[src/srt_pkg.sv]
// Shared types and constants for the sensor reading table.
// Used by srt_tenths and sensor_reading_table, which sizes srt_ram through the entry width.
package srt_pkg;

    localparam int DEFAULT_SLOTS = 8;

    // Transaction codes
    localparam logic [1:0] OP_RECORD   = 2'd0;
    localparam logic [1:0] OP_READ_POS = 2'd1;
    localparam logic [1:0] OP_READ_ID  = 2'd2;

    // Resolution select in the configuration byte
    localparam logic [7:0] RES_SEL_MASK = 8'h60;
    localparam logic [7:0] RES_SEL_9    = 8'h00;
    localparam logic [7:0] RES_SEL_10   = 8'h20;
    localparam logic [7:0] RES_SEL_11   = 8'h40;

    localparam logic [15:0] RAW_MASK_9  = 16'hFFF8;
    localparam logic [15:0] RAW_MASK_10 = 16'hFFFC;
    localparam logic [15:0] RAW_MASK_11 = 16'hFFFE;

    typedef struct packed {
        logic [15:0] id;
        logic [15:0] temp;
        logic [31:0] uptime;
        logic [31:0] wall;
        logic        read_flag;
    } entry_t;

endpackage

[src/sensor_reading_table.sv]
// Top level of the sensor reading table: sequencer around one slot RAM.
// Depends on srt_pkg, srt_ram and srt_tenths.
//
// A transaction is taken when start is high and busy is low; busy then stays high
// until the result, which appears for one cycle with done high and must be taken
// then. A record or a read by id walks the occupied slots through the RAM read
// port, one slot per cycle, before the commit; a read by position fetches and
// latches its slot, while a failed position read or an unused opcode goes straight
// to the commit. The next transaction can be started in the cycle done is high.
// The slot RAM needs no clearing after reset; only the state, the fill count, the
// check-valid flag and the done strobe are reset.
module sensor_reading_table #(
    parameter int SLOTS = srt_pkg::DEFAULT_SLOTS
) (
    input  logic               clk,
    input  logic               rst_n,
    input  logic               start,
    output logic               busy,
    input  logic [1:0]         opcode,
    input  logic [15:0]        sensor_id,
    input  logic [7:0]         slot_position,
    input  logic [7:0]         temp_low_byte,
    input  logic [7:0]         temp_high_byte,
    input  logic [7:0]         resolution_byte,
    input  logic [31:0]        uptime_stamp,
    input  logic [31:0]        wall_time,
    output logic               done,
    output logic               ok,
    output logic [2:0]         slot_used,
    output logic               evicted,
    output logic [15:0]        out_sensor_id,
    output logic signed [15:0] temperature_tenths,
    output logic [31:0]        out_uptime_stamp,
    output logic [31:0]        out_wall_time,
    output logic               was_read
);

    localparam int IDX_W   = (SLOTS > 1) ? $clog2(SLOTS) : 1;
    localparam int CNT_W   = $clog2(SLOTS + 1);
    localparam int ENTRY_W = $bits(srt_pkg::entry_t);

    typedef enum logic [4:0] {
        ST_IDLE   = 5'b00001,
        ST_SCAN   = 5'b00010,
        ST_FETCH  = 5'b00100,
        ST_LATCH  = 5'b01000,
        ST_COMMIT = 5'b10000
    } state_t;

    state_t state_reg, state_next;

    logic [CNT_W-1:0] fill_count_reg, fill_count_next;
    logic [CNT_W-1:0] iss_idx_reg, iss_idx_next;
    logic             chk_vld_reg, chk_vld_next;
    logic [IDX_W-1:0] chk_idx_reg, chk_idx_next;
    logic             found_reg, found_next;
    logic [IDX_W-1:0] hit_idx_reg, hit_idx_next;
    logic [31:0]      best_reg, best_next;
    logic [IDX_W-1:0] best_idx_reg, best_idx_next;
    srt_pkg::entry_t  hit_entry_reg, hit_entry_next;

    logic [1:0]         op_reg, op_next;
    logic [15:0]        id_reg, id_next;
    logic signed [15:0] temp_reg, temp_next;
    logic [31:0]        stamp_reg, stamp_next;
    logic [31:0]        wall_reg, wall_next;

    logic               done_reg, done_next;
    logic               ok_reg, ok_next;
    logic [2:0]         slot_used_reg, slot_used_next;
    logic               evicted_reg, evicted_next;
    logic [15:0]        out_id_reg, out_id_next;
    logic signed [15:0] out_temp_reg, out_temp_next;
    logic [31:0]        out_up_reg, out_up_next;
    logic [31:0]        out_wall_reg, out_wall_next;
    logic               was_read_reg, was_read_next;

    logic               ram_we;
    logic [IDX_W-1:0]   ram_waddr;
    logic [IDX_W-1:0]   ram_raddr;
    srt_pkg::entry_t    wr_entry;
    logic [ENTRY_W-1:0] ram_rdata;
    srt_pkg::entry_t    rd_entry;

    logic signed [15:0] tenths;
    logic [31:0]        age;
    logic               accept;
    logic               full;
    logic [IDX_W-1:0]   rec_idx;

    srt_tenths u_tenths (
        .temp_low_byte   (temp_low_byte),
        .temp_high_byte  (temp_high_byte),
        .resolution_byte (resolution_byte),
        .tenths          (tenths)
    );

    srt_ram #(
        .WIDTH (ENTRY_W),
        .DEPTH (SLOTS)
    ) u_slots (
        .clk   (clk),
        .we    (ram_we),
        .waddr (ram_waddr),
        .wdata (wr_entry),
        .raddr (ram_raddr),
        .rdata (ram_rdata)
    );

    assign rd_entry = srt_pkg::entry_t'(ram_rdata);
    assign accept   = start && (state_reg == ST_IDLE);
    assign age      = stamp_reg - rd_entry.uptime;
    assign full     = (fill_count_reg == CNT_W'(SLOTS));
    assign ram_raddr = (state_reg == ST_SCAN) ? iss_idx_reg[IDX_W-1:0] : hit_idx_reg;

    always_comb
    begin
        priority if (found_reg)
        begin
            rec_idx = hit_idx_reg;
        end
        else if (!full)
        begin
            rec_idx = fill_count_reg[IDX_W-1:0];
        end
        else
        begin
            rec_idx = best_idx_reg;
        end
    end

    always_comb
    begin
        state_next      = state_reg;
        fill_count_next = fill_count_reg;
        iss_idx_next    = iss_idx_reg;
        chk_vld_next    = chk_vld_reg;
        chk_idx_next    = chk_idx_reg;
        found_next      = found_reg;
        hit_idx_next    = hit_idx_reg;
        best_next       = best_reg;
        best_idx_next   = best_idx_reg;
        hit_entry_next  = hit_entry_reg;
        op_next         = op_reg;
        id_next         = id_reg;
        temp_next       = temp_reg;
        stamp_next      = stamp_reg;
        wall_next       = wall_reg;
        done_next       = 1'b0;
        ok_next         = ok_reg;
        slot_used_next  = slot_used_reg;
        evicted_next    = evicted_reg;
        out_id_next     = out_id_reg;
        out_temp_next   = out_temp_reg;
        out_up_next     = out_up_reg;
        out_wall_next   = out_wall_reg;
        was_read_next   = was_read_reg;
        ram_we          = 1'b0;
        ram_waddr       = hit_idx_reg;
        wr_entry        = hit_entry_reg;

        unique case (state_reg)
            ST_IDLE:
            begin
                if (accept)
                begin
                    op_next       = opcode;
                    id_next       = sensor_id;
                    temp_next     = tenths;
                    stamp_next    = uptime_stamp;
                    wall_next     = wall_time;
                    iss_idx_next  = '0;
                    chk_vld_next  = 1'b0;
                    found_next    = 1'b0;
                    best_next     = '0;
                    best_idx_next = '0;
                    hit_idx_next  = IDX_W'(slot_position);
                    priority if (opcode == srt_pkg::OP_RECORD || opcode == srt_pkg::OP_READ_ID)
                    begin
                        state_next = ST_SCAN;
                    end
                    else if (opcode == srt_pkg::OP_READ_POS &&
                             32'(slot_position) < 32'(fill_count_reg))
                    begin
                        state_next = ST_FETCH;
                    end
                    else
                    begin
                        state_next = ST_COMMIT;
                    end
                end
            end
            ST_SCAN:
            begin
                // issue one slot read per cycle, check its data in the following cycle
                if (iss_idx_reg < fill_count_reg)
                begin
                    chk_vld_next = 1'b1;
                    chk_idx_next = iss_idx_reg[IDX_W-1:0];
                    iss_idx_next = iss_idx_reg + 1'b1;
                end
                else
                begin
                    chk_vld_next = 1'b0;
                end
                if (chk_vld_reg)
                begin
                    if (!found_reg && rd_entry.id == id_reg)
                    begin
                        found_next     = 1'b1;
                        hit_idx_next   = chk_idx_reg;
                        hit_entry_next = rd_entry;
                    end
                    // strict compare keeps the lowest index among equal ages
                    if (best_reg < age)
                    begin
                        best_next     = age;
                        best_idx_next = chk_idx_reg;
                    end
                end
                if (!(iss_idx_reg < fill_count_reg) && !chk_vld_reg)
                begin
                    state_next = ST_COMMIT;
                end
            end
            ST_FETCH:
            begin
                state_next = ST_LATCH;
            end
            ST_LATCH:
            begin
                found_next     = 1'b1;
                hit_entry_next = rd_entry;
                state_next     = ST_COMMIT;
            end
            ST_COMMIT:
            begin
                done_next  = 1'b1;
                state_next = ST_IDLE;
                priority if (op_reg == srt_pkg::OP_RECORD)
                begin
                    ram_we             = 1'b1;
                    ram_waddr          = rec_idx;
                    wr_entry.id        = id_reg;
                    wr_entry.temp      = temp_reg;
                    wr_entry.uptime    = stamp_reg;
                    wr_entry.wall      = wall_reg;
                    wr_entry.read_flag = 1'b0;
                    if (!found_reg && !full)
                    begin
                        fill_count_next = fill_count_reg + 1'b1;
                    end
                    ok_next        = 1'b1;
                    slot_used_next = 3'(rec_idx);
                    evicted_next   = !found_reg && full;
                    out_id_next    = id_reg;
                    out_temp_next  = temp_reg;
                    out_up_next    = stamp_reg;
                    out_wall_next  = wall_reg;
                    was_read_next  = 1'b0;
                end
                else if (found_reg)
                begin
                    // set the read flag, hand back the old one
                    ram_we             = 1'b1;
                    ram_waddr          = hit_idx_reg;
                    wr_entry.read_flag = 1'b1;
                    ok_next        = 1'b1;
                    slot_used_next = 3'(hit_idx_reg);
                    evicted_next   = 1'b0;
                    out_id_next    = hit_entry_reg.id;
                    out_temp_next  = hit_entry_reg.temp;
                    out_up_next    = hit_entry_reg.uptime;
                    out_wall_next  = hit_entry_reg.wall;
                    was_read_next  = hit_entry_reg.read_flag;
                end
                else
                begin
                    ok_next        = 1'b0;
                    slot_used_next = '0;
                    evicted_next   = 1'b0;
                    out_id_next    = '0;
                    out_temp_next  = '0;
                    out_up_next    = '0;
                    out_wall_next  = '0;
                    was_read_next  = 1'b0;
                end
            end
            default:
            begin
                state_next = ST_IDLE;
            end
        endcase
    end

    always_ff @(posedge clk or negedge rst_n)
    begin
        if (!rst_n)
        begin
            state_reg      <= ST_IDLE;
            fill_count_reg <= '0;
            chk_vld_reg    <= 1'b0;
            done_reg       <= 1'b0;
        end
        else
        begin
            state_reg      <= state_next;
            fill_count_reg <= fill_count_next;
            chk_vld_reg    <= chk_vld_next;
            done_reg       <= done_next;
        end
    end

    always_ff @(posedge clk)
    begin
        iss_idx_reg   <= iss_idx_next;
        chk_idx_reg   <= chk_idx_next;
        found_reg     <= found_next;
        hit_idx_reg   <= hit_idx_next;
        best_reg      <= best_next;
        best_idx_reg  <= best_idx_next;
        hit_entry_reg <= hit_entry_next;
        op_reg        <= op_next;
        id_reg        <= id_next;
        temp_reg      <= temp_next;
        stamp_reg     <= stamp_next;
        wall_reg      <= wall_next;
        ok_reg        <= ok_next;
        slot_used_reg <= slot_used_next;
        evicted_reg   <= evicted_next;
        out_id_reg    <= out_id_next;
        out_temp_reg  <= out_temp_next;
        out_up_reg    <= out_up_next;
        out_wall_reg  <= out_wall_next;
        was_read_reg  <= was_read_next;
    end

    assign busy               = (state_reg != ST_IDLE);
    assign done               = done_reg;
    assign ok                 = ok_reg;
    assign slot_used          = slot_used_reg;
    assign evicted            = evicted_reg;
    assign out_sensor_id      = out_id_reg;
    assign temperature_tenths = out_temp_reg;
    assign out_uptime_stamp   = out_up_reg;
    assign out_wall_time      = out_wall_reg;
    assign was_read           = was_read_reg;

    a_fill_bound: assert property (@(posedge clk) disable iff (!rst_n)
        fill_count_reg <= CNT_W'(SLOTS))
        else $error("fill count above slot count");

    a_accept_busy: assert property (@(posedge clk) disable iff (!rst_n)
        start && !busy |=> busy)
        else $error("accepted transaction did not raise busy");

    a_done_idle: assert property (@(posedge clk) disable iff (!rst_n)
        done |-> !busy && $past(state_reg == ST_COMMIT))
        else $error("result strobe outside commit");

    a_fail_zero: assert property (@(posedge clk) disable iff (!rst_n)
        done && !ok |-> !evicted && !was_read && slot_used == 3'd0 && out_sensor_id == 16'd0)
        else $error("failed transaction returned nonzero fields");

    a_evict_full: assert property (@(posedge clk) disable iff (!rst_n)
        done && evicted |-> ok && fill_count_reg == CNT_W'(SLOTS))
        else $error("eviction while table not full");

endmodule

[src/srt_ram.sv]
// Generic single-write, single-read synchronous RAM with registered read data.
// No dependencies.
module srt_ram #(
    parameter int WIDTH = 8,
    parameter int DEPTH = 8,
    localparam int AW = (DEPTH > 1) ? $clog2(DEPTH) : 1
) (
    input  logic             clk,
    input  logic             we,
    input  logic [AW-1:0]    waddr,
    input  logic [WIDTH-1:0] wdata,
    input  logic [AW-1:0]    raddr,
    output logic [WIDTH-1:0] rdata
);

    logic [WIDTH-1:0] mem [DEPTH];

    always_ff @(posedge clk)
    begin
        if (we)
        begin
            mem[waddr] <= wdata;
        end
        rdata <= mem[raddr];
    end

endmodule

[src/srt_tenths.sv]
// Raw scratchpad temperature to tenths of a degree, with resolution masking.
// Depends on srt_pkg for the resolution constants.
module srt_tenths (
    input  logic [7:0]         temp_low_byte,
    input  logic [7:0]         temp_high_byte,
    input  logic [7:0]         resolution_byte,
    output logic signed [15:0] tenths
);

    logic [15:0]        raw;
    logic [15:0]        masked;
    logic signed [19:0] wide;
    logic signed [19:0] prod;

    assign raw = {temp_high_byte, temp_low_byte};

    always_comb
    begin
        unique case (resolution_byte & srt_pkg::RES_SEL_MASK)
            srt_pkg::RES_SEL_9:  masked = raw & srt_pkg::RAW_MASK_9;
            srt_pkg::RES_SEL_10: masked = raw & srt_pkg::RAW_MASK_10;
            srt_pkg::RES_SEL_11: masked = raw & srt_pkg::RAW_MASK_11;
            default:             masked = raw;
        endcase
    end

    // times ten as 8x + 2x; the arithmetic shift right by 4 rounds toward minus infinity
    assign wide   = {{4{masked[15]}}, masked};
    assign prod   = (wide <<< 3) + (wide <<< 1);
    assign tenths = prod[19:4];

endmodule

[config.mk]
export PLATFORM = sky130hd
export DESIGN_NAME = sensor_reading_table
export DESIGN_NICKNAME = d
export VERILOG_FILES = /design/src/srt_pkg.sv /design/src/sensor_reading_table.sv /design/src/srt_ram.sv /design/src/srt_tenths.sv
export SDC_FILE = /design/constraint.sdc
export NUM_CORES = 1
export LEC_CHECK = 0
export BUFFER_PORTS_ARGS = -buffer_cell sky130_fd_sc_hd__buf_2
export CELL_PAD_IN_SITES_DETAIL_PLACEMENT = 1
export CELL_PAD_IN_SITES_GLOBAL_PLACEMENT = 2
export CORE_UTILIZATION = 51
export DETAILED_ROUTE_END_ITERATION = 10
export PLACE_DENSITY_LB_ADDON = 0.05
export SYNTH_ARGS = -nofsm -noshare
export SYNTH_HDL_FRONTEND = slang
export SYNTH_SLANG_ARGS = --single-unit
[constraint.sdc]
create_clock -name clk -period 31.2 [get_ports clk]
set_input_delay 4.68 -clock clk [delete_from_list [all_inputs] [get_ports clk]]
set_output_delay 4.68 -clock clk [all_outputs]
set_load 0.02 [all_outputs]
==> impl_metrics.py, run 1 <==
metrics = {
    "outcome": {
        "status": "complete, no violations",
    },
    "clock_network": {
        "cts_hold_buffers": 0,
        "cts_tree": "built",
        "cts_resized": 0,
        "clk_pin_slew_ps": 60,
        "cts_setup_buffers": 0,
        "clock-sinks": 1227,
        "cts_buffer_depth": 3,
        "insertion_delay_ps": 710,
        "numCtsBuffers": 121,
        "cts_root_buf": "clkbuf_16",
        "htreeDepth": 3,
    },
    "place": {
        "placed_cell_area_sq_um": 51090,
        "dp_slack_ps": 23930,
        "io_buffers": 214,
        "dp.final_hpwl_um": 66710,
        "globalplace.congestion": 0.8723,
    },
    "worst_setup_path": {
        "critPathCaptureType": "primary output",
        "arrival_ps": 2390,
        "crit_fanout": 5,
        "required_ps": 26520,
        "critPathKind": "reg -> out",
        "worst_setup_path_start_kind": "flip-flop",
    },
    "drt": {
        "drc_errors": 0,
        "viasPerCell": 5.815,
        "first_pass_iters": 5,
        "vias": 24907,
        "drtIter0Drc": 1920,
        "avgRoutedWirePerCell_um": 26.97,
        "ant_nets": 0,
        "drt-total-wl_um": 115500,
    },
    "synth": {
        "synth-seq-area-share_pct": 73.91,
        "synth-edff-count": 1119,
        "synth_top_cell_area_share_pct": 69.34,
        "synth_cells": 2646,
        "synthFlopType": "edfxtp_1",
        "synth_area_leaders": "edfxtp_1 69%, mux4_2 9.0%, mux2_2 4.5%",
        "syn_area_sq_um": 48460,
        "ys_warn_count": 0,
        "synthArstFlopShare_pct": 0.8965,
        "yosys.area.top_type": "edfxtp_1",
        "yosys.cell_types.count": 71,
        "syn_area_per_cell_sq_um": 18.32,
        "synth_fp_nets": 2850,
        "synth-seq-cells": 1227,
    },
    "sta": {
        "skew_ps": 29.16,
        "maxSlewHeadroom_pct": 20.33,
        "setup_ws_ps": 24130,
        "slew_viol_final": 0,
        "finalHoldViolations": 0,
        "fin_crit_ps": 7070,
        "setup_viol": 0,
        "holdWs_ps": 403.9,
        "setup_tns_ps": 0,
        "tightest_slew_ps": 1195,
        "rsz0062_at_grt": "false",
        "max_freq_ghz": 0.1414,
        "fin_crit_sh_pct": 22.66,
    },
    "floorplan": {
        "die_w_um": 310.3,
        "start_util_pct": 51.69,
        "die-area_sq_um": 96260,
        "core_sq_um": 93750,
        "die_h_um": 310.3,
        "std_cell_rows": 112,
        "ios": 221,
    },
    "final_layout": {
        "fin_area_sq_um": 55090,
        "area.sequential_sq_um": 35820,
        "nNetsFinal": 3124,
        "multiInputGateArea_sq_um": 12080,
        "fillers": 8242,
        "largest_reg_flops": 776,
        "area_growth_pct": 13.68,
        "final_cell_mix": "1119 x edfxtp_1, 245 x nand2_1, 214 x buf_2, 194 x mux4_2, 192 x mux2_2",
        "final_common_cell": "edfxtp_1",
        "drive_gt1_share_pct": 28.80,
    },
    "power": {
        "p_seq_share_pct": 43.9,
        "p_int_uw": 3423,
        "switching_share_pct": 30.31,
        "combinationalPowerShare_pct": 26.4,
        "p_sw_uw": 1489,
        "pwr-share-clk_pct": 29.6,
        "power_leakage_uw": 0.01922,
        "ir_drop_mv": 0.06495,
        "finalPower_uw": 4911,
        "power_density_nw_per_um2": 89.15,
    },
    "global_route": {
        "grt_first_pass_wirelength_um": 172600,
        "antenna_found_initial": 8,
        "gr-total-overflow": 0,
        "grt_pass1_vias": 27213,
        "grtUsageTotal_pct": 24.51,
        "grt_max_degree": 75,
    },
    "hold_path": {
        "hold_class": "reg -> reg",
    },
    "flow_run": {
        "drv_cap": 0,
    },
}
-- power by group through the flow --
stage,Sequential [uW],Combinational (uW),Clock [uW]
after floorplan,2190,903,0
after global placement,2180,1270,0
after detailed placement,2190,1310,0
after CTS,2160,1320,1480
after global routing,2180,1420,1540
final,2160,1300,1460
-- worst paths after layout --
kind                                         from            endpoint  slack, ps  cells after the start
worst max-delay path                 state_reg[1]                busy      24130                      4
worst min-delay path            u_slots.rdata[10]   hit_entry_reg[10]        400                      0
worst max register to register       state_reg[1]  u_slots.mem[0][79]      25580                      9
worst min register to register  u_slots.rdata[10]   hit_entry_reg[10]        400                      0
max in group asynchronous                   rst_n        state_reg[0]      27050                      1
min in group asynchronous                   rst_n        state_reg[2]       3860                      1
-- per-stage QoR --
stage	util, %	instances
5_1_grt	58.76	4282
4_1_cts	58.76	4282
3_3_place_gp	54.49	4051
2_1_floorplan	-	2646
6_report	58.76	4283
3_5_place_dp	54.49	4051
-- critical path, stage by stage, from the launching register on --
cell,delay [ps]
dfrtp_1,420
or3_1,440
nor3b_1,410
inv_1,160
buf_2,240
-- kinds of logic (layout without fill, tap and decap cells) --
| logic type | after synthesis | after routing | share of synthesized area (%) |
|---|---|---|---|
| muxes | 396 | 396 | 13.70 |
| AOI/OAI and AO/OA | 205 | 205 | 2.809 |
| buffers and inverters | 159 | 541 | 1.454 |
| adders and majority gates | 87 | 87 | 2.277 |
| other | 0 | 1 | 0 |
| DFF | 1227 | 1227 | 73.91 |
| xor gates and xnor gates | 56 | 56 | 1.012 |
| and+or+nand+nor | 516 | 516 | 4.838 |
-- synth_stat cells (all sizes together) (47+ instances only) --
| cell type | instances |
|---|---|
| a21oi | 57 |
| buf | 62 |
| clkbuf | 50 |
| dfxtp | 97 |
| edfxtp | 1119 |
| ha | 85 |
| inv | 47 |
| mux2 | 194 |
| mux4 | 194 |
| nand2 | 246 |
| nand3 | 112 |
| nor2 | 65 |
-- metal layers --
layer,GRT usage [%],share of wire (%),vias to the layer above
met3,3.440,4.8,155
met5,0,0.0095,-
met4,5.316,1.8,2
li1,-,-,10969
met1,34.45,44,13151
met2,41.00,49,630
-- area by class of cell --
cell class | instances | area share [%]
clock buffer | 166 | 6.171
timing repair buffer | 263 | 2.612
multi-input combinational | 1260 | 21.92
sequential | 1227 | 65.02
antenna | 1 | 0.004542
tap | 1254 | 2.848
inverter | 47 | 0.3248
clock inverter | 65 | 1.095
Power figures use the tool's default switching activity.
==> inputs of run 2 (changes only) <==
--- a/config.mk
+++ b/config.mk
@@ -8,7 +8,7 @@
 export BUFFER_PORTS_ARGS = -buffer_cell sky130_fd_sc_hd__buf_2
 export CELL_PAD_IN_SITES_DETAIL_PLACEMENT = 1
 export CELL_PAD_IN_SITES_GLOBAL_PLACEMENT = 2
-export CORE_UTILIZATION = 51
+export CORE_UTILIZATION = 43
 export DETAILED_ROUTE_END_ITERATION = 10
 export PLACE_DENSITY_LB_ADDON = 0.05
 export SYNTH_ARGS = -nofsm -noshare
==> constraint.sdc (replaced) <==
create_clock -name clk -period 5.99 [get_ports clk]
set_input_delay 0.8985 -clock clk [delete_from_list [all_inputs] [get_ports clk]]
set_output_delay 0.8985 -clock clk [all_outputs]
set_load 0.02 [all_outputs]
==> impl_metrics.py, run 2 (synthesized netlist as in run 1, its figures left out) <==
metrics = {
    "drt": {
        "ant_nets": 0,
        "first_pass_iters": 5,
        "drc_errors": 0,
        "vias": 24905,
        "viasPerCell": 5.499,
        "drt-total-wl_um": 119600,
        "drtIter0Drc": 1900,
        "avgRoutedWirePerCell_um": 26.41,
    },
    "place": {
        "globalplace.congestion": 0.8307,
        "io_buffers": 214,
        "dp.final_hpwl_um": 67590,
        "dp_cells": 4282,
        "dp_slack_ps": 1086,
    },
    "floorplan": {
        "start_util_pct": 43.61,
        "die-area_sq_um": 114100,
        "ios": 221,
        "die_h_um": 337.7,
        "die_w_um": 337.7,
        "core_sq_um": 111100,
        "std_cell_rows": 122,
    },
    "clock_network": {
        "cts_hold_buffers": 0,
        "cts_setup_buffers": 0,
        "clock-sinks": 1227,
        "cts_root_buf": "clkbuf_16",
        "insertion_delay_ps": 730,
        "htreeDepth": 4,
        "cts_buffer_depth": 3,
        "cts_resized": 0,
        "cts_tree": "built",
        "clk_pin_slew_ps": 50,
        "numCtsBuffers": 135,
    },
    "worst_setup_path": {
        "required_ps": 6350,
        "arrival_ps": 5230,
        "reg2reg_depth": 20,
        "reg2reg_from": "stamp_reg[0]",
        "critPathCaptureType": "flip-flop",
        "crit_fanout": 25,
        "r2r_slack_ps": 1120,
        "worst_setup_path_start_kind": "flip-flop",
        "r2r_end": "best_idx_reg[0]",
        "critPathKind": "reg -> reg",
    },
    "sta": {
        "skew_ps": 25.44,
        "maxSlewHeadroom_pct": 23.27,
        "rsz0062_at_grt": "false",
        "fin_crit_sh_pct": 81.24,
        "finalHoldViolations": 0,
        "setup_ws_ps": 1124,
        "max_freq_ghz": 0.2055,
        "slew_viol_final": 0,
        "tightest_slew_ps": 1151,
        "fin_crit_ps": 4866,
        "setup_viol": 0,
    },
    "final_layout": {
        "fin_util_pct": 50.25,
        "largest_reg_flops": 776,
        "area_growth_pct": 15.22,
        "nNetsFinal": 3135,
        "final_cell_mix": "1119 x edfxtp_1, 245 x nand2_1, 214 x buf_2, 194 x mux4_2, 192 x mux2_2",
        "final_cells": 4529,
        "final_common_cell": "edfxtp_1",
        "drive_gt1_share_pct": 28.45,
        "fillers": 10328,
    },
    "outcome": {
        "status": "complete, no violations",
    },
    "global_route": {
        "gr-total-overflow": 0,
        "grtUsageTotal_pct": 21.45,
        "grt_max_degree": 121,
        "grt_pass1_vias": 27179,
        "grt_first_pass_wirelength_um": 178600,
        "antenna_found_initial": 4,
    },
    "power": {
        "ir_drop_mv": 0.2596,
        "power_density_nw_per_um2": 467.3,
        "power_leakage_uw": 0.01937,
    },
    "flow_run": {
        "drv_cap": 0,
    },
    "hold_path": {
        "hold_class": "in -> async",
    },
}
==> run 2: worst max path at each step <==
stage          cells after the start           endpoint    startpoint  slack (ps)
6_report                          20    best_idx_reg[0]  stamp_reg[0]        1120
5_1_grt                           20    best_idx_reg[0]  stamp_reg[0]         740
4_1_cts                           20    best_idx_reg[0]  stamp_reg[0]        1070
3_5_place_dp                      20        best_reg[1]  stamp_reg[0]        1090
3_3_place_gp                      20        best_reg[0]  stamp_reg[0]        1070
2_1_floorplan                      4  u_slots.mem[6][0]  state_reg[2]        -500
==> run 2: area by class of cell <==
class	count	area, sq um	area share (%)
Multi-Input combinational cell	1260	12080	21.64
Clock buffer	199	3855	6.904
Sequential cell	1227	35820	64.15
Timing Repair Buffer	260	1629	2.917
Antenna cell	1	2.502	0.004481
Clock inverter	47	409.1	0.7327
Inverter	47	178.9	0.3204
Tap cell	1488	1862	3.334
==> run 2: critical path, cell delays in order (launching register included) <==
cell and delay [ps]:
edfxtp_1 360, inv_1 100, ha_1 190, inv_1 70, fa_1 410, a21o_1 190, a21oi_1 350, o21ai_0 300
nand4_1 300, a211oi_1 150, o21a_1 220, or2_1 230, ha_1 190, a21o_1 170, a21o_1 160, a21oi_1 180
nor2_1 60, o21ai_0 160, o41ai_1 130, a31oi_4 200, buf_4 370
==> run 2: where the power goes <==
part	switching, uW	leakage [uW]	internal (uW)
Sequential	471	0.0111	10800
Combinational	4130	0.00617	2750
Clock	3290	0.00208	4690
==> run 2: through the flow <==
stage | total power (uW) | setup TNS [ps] | hold WS (ps) | instance area (sq um)
global route | 27380 | 0 | 82.77 | 55840
global placement | 18230 | 0 | 390.1 | 51570
CTS | 26460 | 0 | 36.40 | 55840
detailed placement | 18370 | 0 | 389.6 | 51570
finish | 26090 | 0 | 103.0 | 55840
floorplan | 16090 | -385550 | 385.5 | 48530
==> run 2: per-layer routing <==
metal / vias up / track usage, % / share of wire, %
met2: 553 / 34.09 / 47
met5: - / 0 / 0.0075
li1: 10996 / - / -
met1: 13198 / 31.09 / 47
met3: 156 / 2.965 / 4.0
met4: 2 / 5.738 / 1.8
==> inputs of run 3 (changes only) <==
--- a/config.mk
+++ b/config.mk
@@ -8,7 +8,7 @@
 export BUFFER_PORTS_ARGS = -buffer_cell sky130_fd_sc_hd__buf_2
 export CELL_PAD_IN_SITES_DETAIL_PLACEMENT = 1
 export CELL_PAD_IN_SITES_GLOBAL_PLACEMENT = 2
-export CORE_UTILIZATION = 43
+export CORE_UTILIZATION = 47
 export DETAILED_ROUTE_END_ITERATION = 10
 export PLACE_DENSITY_LB_ADDON = 0.05
 export SYNTH_ARGS = -nofsm -noshare
==> constraint.sdc (replaced) <==
create_clock -name clk -period 4.8 [get_ports clk]
set_input_delay 0.72 -clock clk [delete_from_list [all_inputs] [get_ports clk]]
set_output_delay 0.72 -clock clk [all_outputs]
set_load 0.02 [all_outputs]
==> impl_metrics.py, run 3 (synthesized netlist as in run 1, its figures left out) <==
metrics = {
    "outcome": {
        "status": "complete, no violations",
    },
    "worst_setup_path": {
        "worst_setup_path_start_kind": "flip-flop",
        "reg2reg_depth": 17,
        "cp_num_buf_inv": 1,
        "crit_fanout": 22,
        "critPathCaptureType": "flip-flop",
        "arrival_ps": 4940,
        "critical-path-top-delay-family": "compound AO/OA/AOI/OAI gates",
        "crit_chain": "ha_1, a21oi_1, a21oi_1, or2_2, a2111oi_2, a211oi_1, o21a_1, or2_1, ha_1, a21o_1, a21o_1, a21oi_1, nor2_1, o21ai_0, o41ai_2, a31oi_4, buf_12",
        "critPathKind": "reg -> reg",
        "reg2reg_from": "stamp_reg[14]",
        "required_ps": 5230,
        "slowest_delay_ps": 530,
        "r2r_end": "best_reg[4]",
        "r2r_slack_ps": 280,
        "cp_slowest_cell": "a2111oi_2",
        "cp_common_cell": "a21oi_1",
    },
    "hold_path": {
        "hp-start": "wall_time[0]",
        "hold_depth": 1,
        "hold_class": "in -> reg",
        "min_to": "wall_reg[0]",
    },
    "clock_network": {
        "cts_root_buf": "clkbuf_16",
        "cts_tree": "built",
        "clock-sinks": 1227,
        "clk_pin_slew_ps": 70,
        "cts_buffer_depth": 3,
        "htreeDepth": 4,
        "insertion_delay_ps": 740,
        "cts_setup_buffers": 0,
        "numCtsBuffers": 131,
    },
    "power": {
        "p_seq_share_pct": 42.9,
        "pwr-share-clk_pct": 30.6,
        "power_leakage_uw": 0.01952,
        "p_int_uw": 22830,
        "switching_share_pct": 30.17,
        "combinationalPowerShare_pct": 26.6,
        "p_sw_uw": 9864,
        "ir_drop_mv": 0.4472,
        "power_density_nw_per_um2": 584.7,
    },
    "floorplan": {
        "die_w_um": 323.1,
        "die-area_sq_um": 104400,
        "ios": 221,
        "core_sq_um": 102000,
        "die_h_um": 323.1,
        "start_util_pct": 47.50,
        "std_cell_rows": 117,
    },
    "drt": {
        "drt-total-wl_um": 117600,
        "first_pass_iters": 5,
        "ant_nets": 0,
        "drtIter0Drc": 1617,
        "avgRoutedWirePerCell_um": 26.61,
        "viasPerCell": 5.650,
        "vias": 24968,
        "drc_errors": 0,
    },
    "place": {
        "dp.final_hpwl_um": 65730,
        "io_buffers": 214,
        "placed_cell_area_sq_um": 51640,
        "globalplace.congestion": 0.8301,
        "dp_slack_ps": 206.9,
    },
    "final_layout": {
        "largest_reg_flops": 776,
        "final_common_cell": "edfxtp_1",
        "nNetsFinal": 3146,
        "drive_gt1_share_pct": 29.04,
        "fin_area_sq_um": 55920,
        "area.sequential_sq_um": 35820,
        "fillers": 9218,
        "multiInputGateArea_sq_um": 12130,
        "area_growth_pct": 15.39,
        "final_cell_mix": "1119 x edfxtp_1, 245 x nand2_1, 214 x buf_2, 194 x mux4_2, 183 x mux2_2",
    },
    "global_route": {
        "grt_max_degree": 119,
        "grt_first_pass_wirelength_um": 175600,
        "grtUsageTotal_pct": 23.02,
        "antenna_found_initial": 5,
        "grt_pass1_vias": 27018,
        "gr-total-overflow": 0,
    },
    "sta": {
        "rsz0062_at_grt": "false",
        "setup_viol": 0,
        "max_freq_ghz": 0.2213,
        "tightest_slew_ps": 1167,
        "setup_ws_ps": 281.9,
        "slew_viol_final": 0,
        "skew_ps": 23.91,
        "finalHoldViolations": 0,
        "fin_crit_sh_pct": 94.13,
        "maxSlewHeadroom_pct": 21.46,
        "fin_crit_ps": 4518,
    },
    "flow_run": {
        "drv_cap": 0,
    },
}
run 3: per-stage QoR:
step	util, %	total power [uW]	hold WS [ps]	std cells	TNS (ps)
after CTS	54.78	33080	92.23	4416	0
final	54.81	32700	150.0	4419	0
after global routing	54.80	34220	110.3	4416	0
after detailed placement	50.61	22990	389.6	4176	0
after floorplan	-	20100	385.5	2646	-1435560
after global placement	50.61	22780	389.7	4176	0
run 3: worst register-to-register path, stage by stage, from the launching register on:
cell and delay (ps):
edfxtp_1 420, ha_1 410, a21oi_1 260, a21oi_1 90
or2_2 320, a2111oi_2 530, a211oi_1 220, o21a_1 220
or2_1 240, ha_1 180, a21o_1 170, a21o_1 160
a21oi_1 160, nor2_1 60, o21ai_0 200, o41ai_2 130
a31oi_4 230, buf_12 210
run 3: worst max path at each step:
stage,startpoint,endpoint,slack (ps),cells past startpoint
after floorplan,state_reg[2],u_slots.mem[6][0],-1690,4
after global placement,stamp_reg[0],best_reg[0],330,20
after detailed placement,stamp_reg[0],best_reg[0],210,20
after CTS,stamp_reg[0],best_reg[4],170,20
after global routing,stamp_reg[17],best_reg[4],8,17
final,stamp_reg[14],best_reg[4],280,17
run 3: power groups by stage:
stage	logic, uW	registers [uW]	clock network, uW
after floorplan	5910	14200	0
after global placement	8610	14200	0
after detailed placement	8780	14200	0
after CTS	8830	14000	10200
after global routing	9520	14100	10600
final	8690	14000	10000
run 3: layout make-up:
type                            instances  share of cell area (%)
Antenna cell                            3                 0.01342
Clock inverter                         65                   1.078
Timing Repair Buffer                  275                   3.253
Clock buffer                          174                   6.520
Tap cell                             1368                   3.061
Inverter                               47                  0.3200
Sequential cell                      1227                   64.06
Multi-Input combinational cell       1260                   21.70
run 3: repair_timing:
action / CTS / global route
gates resized for setup: 0 / 4
setup endpoints to repair: 0 / 35
hold buffers: 1 / 0
hold endpoints to repair: 10 / 0
run 3: routing by layer:
metal  global-route usage (%)  routed length (um)  vias up  share of wire, %
li1                         -                   -    11010                 -
met1                    32.13               53160    13283                45
met2                    37.95               57690      518                49
met3                    3.512                4677      157               4.0
met4                    5.919                2056        0               1.7
met5                        0                   0        -                 0
